===== src/design/priority_interrupt_controller_assert.svh =====
// Assertion macros shared by the controller blocks.
`ifndef PRIORITY_INTERRUPT_CONTROLLER_ASSERT_SVH
`define PRIORITY_INTERRUPT_CONTROLLER_ASSERT_SVH

`ifndef SYNTHESIS
`define PIC_ASSERT(lbl, prop, msg) \
	lbl: assert property (@(posedge clk) disable iff (!arst_n) prop) else $error(msg);
`define PIC_ASSERT_NEXT(lbl, trig, cons, msg) \
	lbl: assert property (@(posedge clk) disable iff (!arst_n) (trig) |=> (cons)) \
		else $error(msg);
`else
`define PIC_ASSERT(lbl, prop, msg)
`define PIC_ASSERT_NEXT(lbl, trig, cons, msg)
`endif

`endif


===== src/design/pic_pkg.sv =====
package pic_pkg;

	localparam logic [1:0] OP_EVENT = 2'd0;
	localparam logic [1:0] OP_WRITE = 2'd1;
	localparam logic [1:0] OP_READ  = 2'd2;

	localparam logic [3:0] REG_TASK = 4'd9;
	localparam logic [3:0] REG_ACK  = 4'd10;
	localparam logic [3:0] REG_EOI  = 4'd11;

	localparam logic [2:0] ST_OK      = 3'd0;
	localparam logic [2:0] ST_MASKED  = 3'd1;
	localparam logic [2:0] ST_UNSUP   = 3'd2;
	localparam logic [2:0] ST_REFUSED = 3'd3;
	localparam logic [2:0] ST_BADREG  = 3'd4;

	localparam int MASK_BIT   = 31;
	localparam int ACTIVE_BIT = 30;
	localparam int PRI_LSB    = 16;
	localparam int PRI_MSB    = 19;

	localparam logic [31:0] CHANGE_MASK = 32'h000f_00ff;

	typedef struct packed {
		logic capture;
		logic apply;
		logic search;
		logic retire;
		logic deliver;
		logic load_out;
	} cmd_t;

	typedef struct packed {
		logic needs_eval;
		logic is_eoi;
	} stat_t;

endpackage


===== src/design/priority_interrupt_controller.sv =====
// Sequencing, one item at a time: the item is captured and applied; a raised line event for an
// existing source then runs a search and a deliver step, and an end of interrupt runs search,
// retire, a second search and deliver; then the result is loaded into the output register.
// in_stall is high from acceptance until that load, and the load waits while out_stall holds the output.
// Reset (arst_n, asynchronous): all sources masked, nothing pending or in service,
// task priority 15, internal interrupt line low; int_request takes its value when a result is loaded.
module priority_interrupt_controller #(
	parameter int NUM_SOURCES = 9
) (
	input  logic        clk,
	input  logic        arst_n,
	input  logic        in_valid,
	output logic        in_stall,
	input  logic [1:0]  opcode,
	input  logic [3:0]  source_id,
	input  logic        line_level,
	input  logic [3:0]  reg_select,
	input  logic [31:0] write_data,
	output logic        out_valid,
	input  logic        out_stall,
	output logic [31:0] read_data,
	output logic        int_request,
	output logic [2:0]  status
);
	import pic_pkg::*;

	cmd_t  cmd;
	stat_t stat;

	pic_ctrl u_ctrl (
		.clk       (clk),
		.arst_n    (arst_n),
		.in_valid  (in_valid),
		.in_stall  (in_stall),
		.out_valid (out_valid),
		.out_stall (out_stall),
		.stat      (stat),
		.cmd       (cmd)
	);

	pic_datapath #(
		.NUM_SOURCES (NUM_SOURCES)
	) u_datapath (
		.clk         (clk),
		.arst_n      (arst_n),
		.cmd         (cmd),
		.stat        (stat),
		.opcode      (opcode),
		.source_id   (source_id),
		.line_level  (line_level),
		.reg_select  (reg_select),
		.write_data  (write_data),
		.read_data   (read_data),
		.int_request (int_request),
		.status      (status)
	);

endmodule


===== src/design/pic_ctrl.sv =====
`include "priority_interrupt_controller_assert.svh"

module pic_ctrl (
	input  logic           clk,
	input  logic           arst_n,
	input  logic           in_valid,
	output logic           in_stall,
	output logic           out_valid,
	input  logic           out_stall,
	input  pic_pkg::stat_t stat,
	output pic_pkg::cmd_t  cmd
);
	import pic_pkg::*;

	localparam logic [2:0] S_IDLE    = 3'd0;
	localparam logic [2:0] S_APPLY   = 3'd1;
	localparam logic [2:0] S_SEARCH  = 3'd2;
	localparam logic [2:0] S_RETIRE  = 3'd3;
	localparam logic [2:0] S_DELIVER = 3'd4;
	localparam logic [2:0] S_DONE    = 3'd5;

	logic [2:0] state_q;
	logic [2:0] state_d;
	logic       eoi_q;
	logic       out_valid_q;
	logic       out_free;

	assign out_free  = !out_valid_q || !out_stall;
	assign in_stall  = (state_q != S_IDLE);
	assign out_valid = out_valid_q;

	always_comb begin
		cmd     = '0;
		state_d = state_q;
		unique case (state_q)
			S_IDLE: begin
				cmd.capture = in_valid;
				if (in_valid) state_d = S_APPLY;
			end
			S_APPLY: begin
				cmd.apply = 1'b1;
				state_d = (stat.needs_eval || stat.is_eoi) ? S_SEARCH : S_DONE;
			end
			S_SEARCH: begin
				cmd.search = 1'b1;
				state_d = eoi_q ? S_RETIRE : S_DELIVER;
			end
			S_RETIRE: begin
				cmd.retire = 1'b1;
				state_d = S_SEARCH;
			end
			S_DELIVER: begin
				cmd.deliver = 1'b1;
				state_d = S_DONE;
			end
			S_DONE: begin
				cmd.load_out = out_free;
				if (out_free) state_d = S_IDLE;
			end
			default: state_d = S_IDLE;
		endcase
	end

	always_ff @(posedge clk or negedge arst_n) begin
		if (!arst_n) begin
			state_q     <= S_IDLE;
			eoi_q       <= 1'b0;
			out_valid_q <= 1'b0;
		end else begin
			state_q <= state_d;
			if (state_q == S_APPLY) eoi_q <= stat.is_eoi;
			else if (state_q == S_RETIRE) eoi_q <= 1'b0;
			if (cmd.load_out) out_valid_q <= 1'b1;
			else if (!out_stall) out_valid_q <= 1'b0;
		end
	end

	`PIC_ASSERT_NEXT(a_accept_apply, in_valid && !in_stall, state_q == S_APPLY, "item not applied")
	`PIC_ASSERT_NEXT(a_retire_once, state_q == S_RETIRE, state_q == S_SEARCH && !eoi_q, "retire loop")
	`PIC_ASSERT_NEXT(a_done_out, state_q == S_DONE && out_free, out_valid_q, "result lost")

endmodule


===== src/design/pic_datapath.sv =====
`include "priority_interrupt_controller_assert.svh"

module pic_datapath #(
	parameter int NUM_SOURCES = 9
) (
	input  logic           clk,
	input  logic           arst_n,
	input  pic_pkg::cmd_t  cmd,
	output pic_pkg::stat_t stat,
	input  logic [1:0]     opcode,
	input  logic [3:0]     source_id,
	input  logic           line_level,
	input  logic [3:0]     reg_select,
	input  logic [31:0]    write_data,
	output logic [31:0]    read_data,
	output logic           int_request,
	output logic [2:0]     status
);
	import pic_pkg::*;

	localparam int IW = $clog2(NUM_SOURCES);
	localparam logic [4:0] NSRC = 5'(NUM_SOURCES);

	logic [1:0]  op_q;
	logic [3:0]  src_q;
	logic        lvl_q;
	logic [3:0]  reg_q;
	logic [31:0] data_q;

	logic [31:0]            vp_q [NUM_SOURCES];
	logic [NUM_SOURCES-1:0] pend_q;
	logic [NUM_SOURCES-1:0] insv_q;
	logic [3:0]             deliv_src_q;
	logic [7:0]             ack_vec_q;
	logic                   ack_out_q;
	logic [3:0]             task_q;
	logic                   line_q;

	logic [31:0] rd_q;
	logic [2:0]  st_q;

	logic [7:0]    best_vec_q;
	logic [3:0]    best_pri_q;
	logic [3:0]    best_idx_q;
	logic [3:0]    top_is_q;
	logic          sel_found_q;
	logic [IW-1:0] sel_idx_q;

	logic [3:0]    idx_full;
	logic          in_range;
	logic [IW-1:0] idx;
	logic [31:0]   word;
	logic          changes;
	logic          ack_in_range;
	logic [IW-1:0] ack_idx;

	logic [31:0] a_rd;
	logic [2:0]  a_st;
	logic        do_set;
	logic        do_vp;
	logic        do_task;
	logic        do_ack;

	logic [7:0]    s_vec;
	logic [3:0]    s_pri;
	logic [3:0]    s_idx;
	logic [3:0]    s_top;
	logic          s_found;
	logic [IW-1:0] s_sel;
	logic [3:0]    s_selp;
	logic          deliver_ok;

	assign idx_full     = (op_q == OP_EVENT) ? src_q : reg_q;
	assign in_range     = {1'b0, idx_full} < NSRC;
	assign idx          = idx_full[IW-1:0];
	assign word         = vp_q[idx];
	assign changes      = ((word ^ data_q) & CHANGE_MASK) != 32'd0;
	assign ack_in_range = {1'b0, deliv_src_q} < NSRC;
	assign ack_idx      = deliv_src_q[IW-1:0];

	always_comb begin
		a_rd = '0;
		a_st = ST_OK;
		do_set = 1'b0;
		do_vp = 1'b0;
		do_task = 1'b0;
		do_ack = 1'b0;
		stat = '0;
		case (op_q)
			OP_EVENT: begin
				if (lvl_q) begin
					if (!in_range) begin
						a_st = ST_UNSUP;
					end else begin
						stat.needs_eval = 1'b1;
						if (word[MASK_BIT]) a_st = ST_MASKED;
						else do_set = 1'b1;
					end
				end
			end
			OP_WRITE: begin
				if (reg_q == REG_TASK) begin
					do_task = 1'b1;
				end else if (reg_q == REG_EOI) begin
					stat.is_eoi = 1'b1;
				end else if (reg_q == REG_ACK) begin
					a_st = ST_BADREG;
				end else if (in_range) begin
					if (changes && word[ACTIVE_BIT]) a_st = ST_REFUSED;
					else do_vp = 1'b1;
				end else begin
					a_st = ST_BADREG;
				end
			end
			OP_READ: begin
				if (reg_q == REG_TASK) begin
					a_rd = {28'd0, task_q};
				end else if (reg_q == REG_ACK) begin
					a_rd = {24'd0, ack_vec_q};
					do_ack = 1'b1;
				end else if (reg_q == REG_EOI) begin
					a_rd = '0;
				end else if (in_range) begin
					a_rd = word;
				end else begin
					a_st = ST_BADREG;
				end
			end
			default: a_st = ST_BADREG;
		endcase
	end

	always_comb begin
		s_vec = '0;
		s_pri = '0;
		s_idx = '0;
		s_top = '0;
		s_found = 1'b0;
		s_sel = '0;
		s_selp = '0;
		for (int i = 0; i < NUM_SOURCES; i++) begin
			if (pend_q[i] && vp_q[i][PRI_MSB:PRI_LSB] > s_pri) begin
				s_pri = vp_q[i][PRI_MSB:PRI_LSB];
				s_vec = vp_q[i][7:0];
				s_idx = 4'(i);
			end
			if (insv_q[i]) begin
				if (vp_q[i][PRI_MSB:PRI_LSB] > s_top) s_top = vp_q[i][PRI_MSB:PRI_LSB];
				if (!s_found || vp_q[i][PRI_MSB:PRI_LSB] > s_selp) begin
					s_found = 1'b1;
					s_sel = IW'(i);
					s_selp = vp_q[i][PRI_MSB:PRI_LSB];
				end
			end
		end
	end

	assign deliver_ok = !ack_out_q && (task_q < best_pri_q) && (top_is_q < best_pri_q);

	always_ff @(posedge clk) begin
		if (cmd.capture) begin
			op_q   <= opcode;
			src_q  <= source_id;
			lvl_q  <= line_level;
			reg_q  <= reg_select;
			data_q <= write_data;
		end
		if (cmd.apply) begin
			rd_q <= a_rd;
			st_q <= a_st;
		end
		if (cmd.search) begin
			best_vec_q  <= s_vec;
			best_pri_q  <= s_pri;
			best_idx_q  <= s_idx;
			top_is_q    <= s_top;
			sel_found_q <= s_found;
			sel_idx_q   <= s_sel;
		end
		if (cmd.load_out) begin
			read_data   <= rd_q;
			status      <= st_q;
			int_request <= line_q;
		end
	end

	always_ff @(posedge clk or negedge arst_n) begin
		if (!arst_n) begin
			for (int i = 0; i < NUM_SOURCES; i++) vp_q[i] <= {1'b1, 31'd0};
			pend_q      <= '0;
			insv_q      <= '0;
			deliv_src_q <= '0;
			ack_vec_q   <= '0;
			ack_out_q   <= 1'b0;
			task_q      <= 4'hf;
			line_q      <= 1'b0;
		end else begin
			if (cmd.apply) begin
				if (do_set) begin
					pend_q[idx] <= 1'b1;
					vp_q[idx][ACTIVE_BIT] <= 1'b1;
				end
				if (do_vp) vp_q[idx] <= data_q;
				if (do_task) task_q <= data_q[3:0];
				if (do_ack && ack_out_q) begin
					if (ack_in_range && pend_q[ack_idx]) begin
						pend_q[ack_idx] <= 1'b0;
						insv_q[ack_idx] <= 1'b1;
						line_q <= 1'b0;
					end
					ack_out_q <= 1'b0;
				end
			end
			if (cmd.retire && sel_found_q) begin
				insv_q[sel_idx_q] <= 1'b0;
				if (!pend_q[sel_idx_q]) vp_q[sel_idx_q][ACTIVE_BIT] <= 1'b0;
			end
			if (cmd.deliver && deliver_ok) begin
				deliv_src_q <= best_idx_q;
				ack_vec_q   <= best_vec_q;
				line_q      <= 1'b1;
				ack_out_q   <= 1'b1;
			end
		end
	end

	`PIC_ASSERT(a_ack_line, ack_out_q |-> line_q, "acknowledge outstanding with line low")
	`PIC_ASSERT_NEXT(a_retire_drop, cmd.retire && sel_found_q, $countones(insv_q) == $past($countones(insv_q)) - 1, "retire kept source in service")
	`PIC_ASSERT_NEXT(a_deliver_set, cmd.deliver && deliver_ok, ack_out_q && line_q, "delivery not held")

endmodule


===== config.mk =====
export PLATFORM = sky130hd
export DESIGN_NAME = priority_interrupt_controller
export DESIGN_NICKNAME = d
export VERILOG_FILES = /design/src/design/pic_pkg.sv /design/src/design/priority_interrupt_controller.sv /design/src/design/pic_ctrl.sv /design/src/design/pic_datapath.sv
export VERILOG_INCLUDE_DIRS = /design/src /design/src/design
export SDC_FILE = /design/constraint.sdc
export NUM_CORES = 1
export LEC_CHECK = 0
export BUFFER_PORTS_ARGS = -buffer_cell sky130_fd_sc_hd__buf_2
export CORE_MARGIN = 4
export CORE_UTILIZATION = 40
export DETAILED_ROUTE_END_ITERATION = 8
export REMOVE_ABC_BUFFERS = 1
export SETUP_SLACK_MARGIN = 0.2
export SLEW_MARGIN = 20
export SYNTH_ARGS = -nofsm -noshare
export SYNTH_HDL_FRONTEND = slang
export SYNTH_SLANG_ARGS = --single-unit

===== constraint.sdc =====
create_clock -name clk -period 25 [get_ports clk]
set_input_delay 5 -clock clk [delete_from_list [all_inputs] [get_ports clk]]
set_output_delay 5 -clock clk [all_outputs]
set_load 0.005 [all_outputs]

==> results by stage, run 1 <==
Routing:
- The per-cell routed wire length is 24.2 um.
- In the routed design, unresolved DRC markers number 0.
- In the routed layout, each cell is associated on average with a via count of 6.07.
- The number of nets with antenna violations after detailed routing is 0.
- The final layout contains routed wiring with a total length of 70900 um.
- The detailed-route via count is 17800.
- Before antenna repair, the detailed router went through 5 iterations.
- In this run, the number of DRC markers left after iteration 0 of detailed routing was 1727.

Place:
- The total instance count after detailed placement is 2833.
- The instance area after placement is 25500 um2.
- The number of port buffers is 84.
- Before CTS, the worst setup slack after placement is 10.98 ns.
- The global placement routability congestion is 0.905.
- The HPWL after detailed placement is 46700 um.

Cells and area:
- The fill cell instance count of the final layout is 5485.
- The area added between synthesis and finish is 12.1%.
- The final net count is 2260.
- In the final layout, the share of cells above drive strength 1 is 25.1%.
- The final design instance area without fill is 27200 um2.
- The count of non-filler cells in the finished layout is 2925.
- Leaving out fill and tap cells, the most frequent cell in the layout is sky130_fd_sc_hd__dfrtp_1.
- Once layout is complete, the utilization of the core stands at 45.7%.
- The top cell types in the final layout, fill and taps aside, are sky130_fd_sc_hd__dfrtp_1 (316), sky130_fd_sc_hd__mux2_2 (262), sky130_fd_sc_hd__edfxtp_1 (139).

Clock network:
- The H-tree depth is 2.
- The number of clock sinks is 468.
- The buffer levels on the longest clock path is 3.
- After clock tree synthesis, the clock-pin slew on the worst setup and hold paths is 0.07 ns.
- The number of hold buffers added after cts is 0.
- The TritonCTS clock tree is built.
- Counting the buffers created by CTS gives 48.
- The setup fix buffers added after clock tree synthesis is 0.
- The library cell used as clock root buffer is sky130_fd_sc_hd__clkbuf_16.
- For the worst-skew pair, the clock arrives at the later sink with an insertion delay of 0.59 ns.
- The post-CTS resize count is 0.

Synthesis:
- A synthesized cell averages 11.8 um2.
- The area of the mapped netlist is 24200 um2.
- Yosys mapped a number of flops with a built-in enable equal to 139.
- For this run, the leading register cell type out of synthesis is sky130_fd_sc_hd__dfrtp_1.
- The total number of yosys warnings is 0.
- The netlist uses 75 different library cells.
- Sequential cells were found to cover 51.3% of the synthesized design area.
- The register bit total from synthesis is 468.
- Counting flops with an async set or reset pin after synthesis yields a share of 70.3%.
- The synthesized instance count is 2059.

Floorplan:
- The area of the core is 59500 um2.
- For this design the top-level I/O count stands at 85.
- The die is 254 um tall.
- The die covers 64500 um2.
- The die width is 254 um.
- The effective utilization at floorplan is 40.7%.
- The total number of placement rows is 89.

STA:
- Derived from the worst setup path, the maximum achievable clock frequency is 70.2 MHz.
- The final period utilization is 57.0%.
- The final setup TNS is 0 ns.
- Setup violations remaining at the end of the flow were counted as 0.
- After layout, the worst setup slack is 10.75 ns.
- The final worst clock skew is 0.0144 ns.
- Setup repair after global routing left no endpoint under its margin.
- The final number of hold-violating endpoints is 0.
- The clock period could shrink to 14.25 ns.
- The post-route worst hold slack is 0.418 ns.
- The final-report max-slew violation count was 0.
- The pin slew with the least headroom to its limit is 1.11 ns.
- The worst-case headroom to the max-slew limit is 25.1%.

Worst setup path:
- Counting both buffers and inverters, the worst setup path holds a total of 6.
- The worst setup path is of the register to register kind.
- The required time reported for the critical path endpoint is 25.31 ns.
- STA classifies the critical path startpoint as a register.
- In this run the worst path has a maximum fanout of 24.
- In this design, the stage delay of the slowest critical-path cell is 0.79 ns.
- The most numerous cell type found on the critical path is sky130_fd_sc_hd__o21a_1.
- STA classifies the critical path endpoint as a register.
- In this design, the largest share of critical-path delay is due to compound AO/OA/AOI/OAI gates.
- At the worst endpoint, the arrival time is 14.56 ns.
- On the critical path, the stage with the largest delay is an instance of sky130_fd_sc_hd__o311ai_1.

Power and ir drop:
- The total leakage power is 11.7 nW.
- The total power consumption of the routed design is 2.45 mW.
- The power density over the cells is 90.2 nW/um2.
- The maximum vdd drop is 0.0649 mV.

Global route:
- After global routing the overflow that remains totals 0.
- The initial antenna violation count is 2.
- The wire length of the first global-routing pass is 109000 um.
- In the global route stage, overall resource usage came out at 21.8%.
- The via count of the first global-routing pass is 17900.
- The pin count of the biggest net entering global routing is 133.

Min path:
- The worst hold path class is register to register.

Status:
- The run finished with clean final reports.

Flow run:
- The tool flagged a number of max-cap violations equal to 0.
where the power goes:
group	leakage (nW)	switching, mW	internal, mW
logic	5.15	0.335	0.243
registers	5.76	0.142	0.974
clock network	0.824	0.310	0.444
synthesized netlist by cell type, types with 11 or more instances:
cell type / n / share of area [%]
sky130_fd_sc_hd__o22ai_1: 78 / 2.0
sky130_fd_sc_hd__a221oi_1: 63 / 2.3
sky130_fd_sc_hd__and2_1: 14 / 0.36
sky130_fd_sc_hd__a22o_1: 37 / 1.3
sky130_fd_sc_hd__a22oi_1: 11 / 0.34
sky130_fd_sc_hd__nand3_1: 26 / 0.54
sky130_fd_sc_hd__dfstp_2: 13 / 1.4
sky130_fd_sc_hd__o21a_1: 38 / 1.2
sky130_fd_sc_hd__edfxtp_1: 139 / 17
sky130_fd_sc_hd__buf_2: 35 / 0.72
sky130_fd_sc_hd__nor3_1: 16 / 0.33
sky130_fd_sc_hd__nand2b_1: 18 / 0.47
sky130_fd_sc_hd__mux2_2: 262 / 12
sky130_fd_sc_hd__o21ai_0: 98 / 2.0
sky130_fd_sc_hd__nand2_1: 106 / 1.6
sky130_fd_sc_hd__dfrtp_1: 316 / 33
sky130_fd_sc_hd__o211ai_1: 26 / 0.81
sky130_fd_sc_hd__mux2i_1: 18 / 0.74
sky130_fd_sc_hd__clkbuf_1: 75 / 1.2
sky130_fd_sc_hd__nor2_1: 123 / 1.9
sky130_fd_sc_hd__inv_1: 62 / 0.96
sky130_fd_sc_hd__mux2_1: 18 / 0.84
sky130_fd_sc_hd__nor2b_1: 34 / 0.88
sky130_fd_sc_hd__a21oi_1: 98 / 2.0
sky130_fd_sc_hd__a21o_1: 19 / 0.59
sky130_fd_sc_hd__ha_1: 102 / 5.3
sky130_fd_sc_hd__a211oi_1: 15 / 0.47
sky130_fd_sc_hd__mux2_4: 29 / 1.8
sky130_fd_sc_hd__nand4_1: 22 / 0.57
kinds of logic after synthesis:
kind of cell,share of synthesized area (%)
AO/OA/AOI/OAI,16.0
adder cells (fa/ha/maj),5.27
buffers and inverters,3.17
flip-flops,51.3
multiplexers,16.0
AND/OR/NAND/NOR,8.27
worst register-to-register path: cells and delay by family (launching register included):
| kind | cells | cell delay [ns] |
|---|---|---|
| flip-flops | 1 | 0.54 |
| adder cells (fa/ha/maj) | 8 | 2.28 |
| AO/OA/AOI/OAI | 27 | 6.05 |
| buffers and inverters | 6 | 1.62 |
| AND/OR/NAND/NOR | 15 | 2.30 |
| multiplexers | 3 | 1.19 |
final timing paths:
check | to | slack [ns] | startpoint | depth (start not counted)
worst max-delay path | u_datapath.best_pri_q[0]$_DFFE_PN_ | 10.75 | u_datapath.pend_q[0]$_DFFE_PN0P_ | 59
worst min-delay path | u_datapath.read_data[0]$_DFFE_PP_ | 0.42 | u_datapath.rd_q[0]$_SDFFCE_PP0P_ | 0
worst max register to register | u_datapath.best_pri_q[0]$_DFFE_PN_ | 10.75 | u_datapath.pend_q[0]$_DFFE_PN0P_ | 59
worst min register to register | u_datapath.read_data[0]$_DFFE_PP_ | 0.42 | u_datapath.rd_q[0]$_SDFFCE_PP0P_ | 0
max in group asynchronous | u_datapath.insv_q[8]$_DFF_PN0_ | 18.18 | arst_n | 4
min in group asynchronous | asynchronous set/reset pin | 4.32 | arst_n | 1
layer usage:
layer | wire [um] | share of wire (%) | GRT usage (%) | vias to the layer above
met3 | 5060 | 7.1 | 4.22 | 118
met2 | 32100 | 45 | 34.3 | 674
met5 | 13 | 0.018 | 0 | -
li1 | - | - | - | 7950
met1 | 31900 | 45 | 31.2 | 9010
met4 | 1800 | 2.5 | 5.64 | 2
layout make-up:
type,instances,area [um2],area share (%)
Multi-Input combinational cell,1409,11100,41.0
Clock inverter,23,263,0.968
Timing Repair Buffer,121,728,2.68
Antenna cell,1,2.50,0.00922
Tap cell,773,967,3.56
Clock buffer,67,1400,5.14
Sequential cell,468,12400,45.7
Inverter,63,236,0.871
No activity file was read; power rests on OpenSTA's default activity.
==> run 2: changes to the inputs <==
==> constraint.sdc (replaced) <==
create_clock -name clk -period 14.3 [get_ports clk]
set_input_delay 2.86 -clock clk [delete_from_list [all_inputs] [get_ports clk]]
set_output_delay 2.86 -clock clk [all_outputs]
set_load 0.005 [all_outputs]
==> run 2 against run 1 <==
  * First-iteration DRC count down 17%
  * Sequential share of layout area about the same
  * Global-route usage is 0.84 points lower
  * Clock skew up 0.0023 ns
  * Clock power up 72%
  * Design area about the same
  * Largest cell class unchanged
  * Largest power group unchanged
  * Highest routed layer is now met4
==> results by stage, run 2 (same netlist as run 1, synthesis figures left out) <==
Status:
- The flow ran to the end, and the final reports show no timing, DRC or antenna violations.

Worst setup path:
- The largest individual stage delay along the critical path comes from the cell sky130_fd_sc_hd__o211a_1.
- The worst register-to-register path has a depth of 58.
- The critical path arrival is 13.46 ns.
- The start-to-end type of the worst setup path is register to register.
- The kind of cell with the highest combined delay along the critical path is compound AO/OA/AOI/OAI gates.
- Counting stages on the worst path, the most repeated cell is sky130_fd_sc_hd__o21a_1.
- The number of buffers and inverters on the critical path is 5.
- The kind of start point of the critical path is a register.
- The endpoint of the worst-slack reg-to-reg timing path is u_datapath.best_pri_q[3]$_DFFE_PN_.
- STA puts the critical path data required time at 14.60 ns.
- The endpoint type of the worst setup path is a register.
- For flop-to-flop paths, the worst setup slack is 1.13 ns.
- On the worst path, the slowest cell contributes a delay of 0.63 ns.
- The worst flop-to-flop path startpoint is u_datapath.pend_q[0]$_DFFE_PN0P_.
- The maximum net fanout on the critical path is 19.

STA:
- The shortest period the worst path allows is 13.17 ns.
- Setup repair after global routing left no endpoint under its margin.
- Across all setup checks in the final design, the least slack found is 1.13 ns.
- The final count of negative-setup-slack endpoints is 0.
- The post-route worst hold slack is 0.417 ns.
- The worst-case headroom to the max-slew limit is 24.4%.
- The final setup TNS is 0 ns.
- Derived from the worst setup path, the maximum achievable clock frequency is 76.0 MHz.
- The final-report max-slew violation count is 0.
- For the pin with the worst max-slew slack, the measured transition is 1.13 ns.
- The final period utilization is 92.1%.
- The final number of hold-violating endpoints came to 0.
- On the final layout, the worst clock skew is 0.0167 ns.

Place:
- The HPWL after detailed placement is 45600 um.
- The global placement routability congestion is 0.902.
- The instance area after placement is 25500 um2.
- The number of port buffers is 84.
- The total instance count after detailed placement is 2835.
- Prior to clock tree synthesis, the placed netlist has a worst setup slack of 0.322 ns.

Floorplan:
- Once the floorplan was initialized, standard cells occupied 40.7% of the core.
- The y dimension of the die is 254 um.
- The die covers 64500 um2.
- The area of the core is 59500 um2.
- The die width is 254 um.
- The number of top-level pins is 85.
- The floorplan has 89 rows.

Min path:
- The instance count along the most critical hold path is 0.
- The worst hold path class is register to register.
- The path with the worst hold slack has its endpoint at u_datapath.read_data[6]$_DFFE_PP_.
- The launch point of the worst hold path is u_datapath.rd_q[6]$_SDFFCE_PP0P_.

Power and ir drop:
- The total power consumption of the routed design is 4.26 mW.
- The power density over the cells is 157 nW/um2.
- For this design the static power due to leakage is 11.7 nW.
- The worst-case IR drop observed on VDD is 0.0866 mV.

Routing:
- In this run the remaining antenna-violating nets after routing total 0.
- In the routed design, unresolved DRC markers number 0.
- Detailed routing inserted a total of 17600 vias.
- After the first detailed-routing iteration, the DRC count stood at 1428.
- In the routed layout, each cell is associated on average with a via count of 6.01.
- The final routed wirelength across all metal layers is 69300 um.
- The per-cell routed wire length is 23.7 um.
- The number of detailed-route iterations in the first pass is 6.

Cells and area:
- Cells with a size suffix above 1 make up 25.4% of the layout.
- In the layout the commonest cells are sky130_fd_sc_hd__dfrtp_1 (315), sky130_fd_sc_hd__mux2_2 (262), sky130_fd_sc_hd__edfxtp_1 (139).
- The final layout contains 2261 nets.
- The final design instance area without fill is 27200 um2.
- The library cell used most frequently in the layout, excluding fill and tap cells, is sky130_fd_sc_hd__dfrtp_1.
- The area added between synthesis and finish is 12.1%.
- 0 antenna diodes ended up in the layout.
- The count of non-filler cells in the finished layout is 2924.
- The fill cell instance count of the final layout is 5399.
- The share of the core filled with cells is 45.7%.

Global route:
- In the global route stage, met2 resource usage came out at 34.3%.
- The total track usage is 21.0%.
- The met3 track demand over resource is 3.43%.
- For this run, global-route usage on met1 was measured as 29.1%.
- Global routing finished with a remaining overflow of 0.
- Entering global routing, the biggest net connects 120 pins.
- The first global-routing pass estimated 106000 um of wire.
- The via count of the first global-routing pass is 17900.
- The initial antenna violation count is 1.
- The global routing stage identified its most utilized layer as met2.

Clock network:
- After clock tree synthesis, the clock-pin slew on the worst setup and hold paths is 0.06 ns.
- Buffers inserted during clock tree synthesis total 47.
- The clock tree synthesis step divided the H-tree into 2 levels.
- The clock latency on the worst-skew pair is 0.58 ns.
- The buffer levels on the longest clock path is 3.
- CTS saw 468 sinks.
- The library cell used as clock root buffer is sky130_fd_sc_hd__clkbuf_16.
- TritonCTS built the clock tree.

Flow run:
- The max capacitance violation total is 0.
[run 2: cell count changes in the layout (fill, tap and decap cells not counted), sizes merged]
cell      change
inv           -4
buf           +2
bufinv        +1
clkinvlp      +1
diode         -1
[run 2: what timing repair did]
action / in CTS / in global routing
hold buffers: 0 / 0
setup buffers: 0 / 1
resized for setup: 0 / 13
endpoints found under the setup margin: 0 / 20
[run 2: worst max-delay path by stage]
stage | start | endpoint | slack [ns] | cells after the start
global route | u_datapath.pend_q[0]$_DFFE_PN0P_ | u_datapath.best_vec_q[7]$_DFFE_PN_ | 0.22 | 58
global placement | u_datapath.insv_q[0]$_DFF_PN0_ | u_datapath.sel_idx_q[1]$_DFFE_PN_ | 1.16 | 68
finish | u_datapath.pend_q[0]$_DFFE_PN0P_ | u_datapath.best_pri_q[3]$_DFFE_PN_ | 1.13 | 58
CTS | u_datapath.insv_q[0]$_DFF_PN0_ | u_datapath.sel_idx_q[0]$_DFFE_PN_ | 0.23 | 68
floorplan | u_datapath.pend_q[0]$_DFFE_PN0P_ | u_datapath.best_pri_q[0]$_DFFE_PN_ | -0.45 | 55
detailed placement | u_datapath.insv_q[0]$_DFF_PN0_ | u_datapath.sel_idx_q[1]$_DFFE_PN_ | 0.32 | 68
[run 2: layout make-up]
type	count	area (um2)	share of cell area, %
multi-input combinational	1409	11200	41.2
clock inverter	21	275	1.01
timing repair buffer	123	727	2.68
inverter	63	236	0.871
clock buffer	67	1340	4.95
tap	773	967	3.56
sequential	468	12400	45.8
[run 2: power breakdown]
part           leakage (nW)  internal (mW)  switching [mW]
registers              5.76           1.70           0.246
logic                  5.16          0.426           0.585
clock network         0.795          0.766           0.533
[run 2: layer usage]
layer | vias up | share of wire (%) | wire, um
met1 | 8902 | 45 | 31000
met4 | 0 | 2.8 | 1930
met2 | 602 | 47 | 32300
met3 | 129 | 5.9 | 4090
li1 | 7931 | - | -
met5 | - | 0 | 0
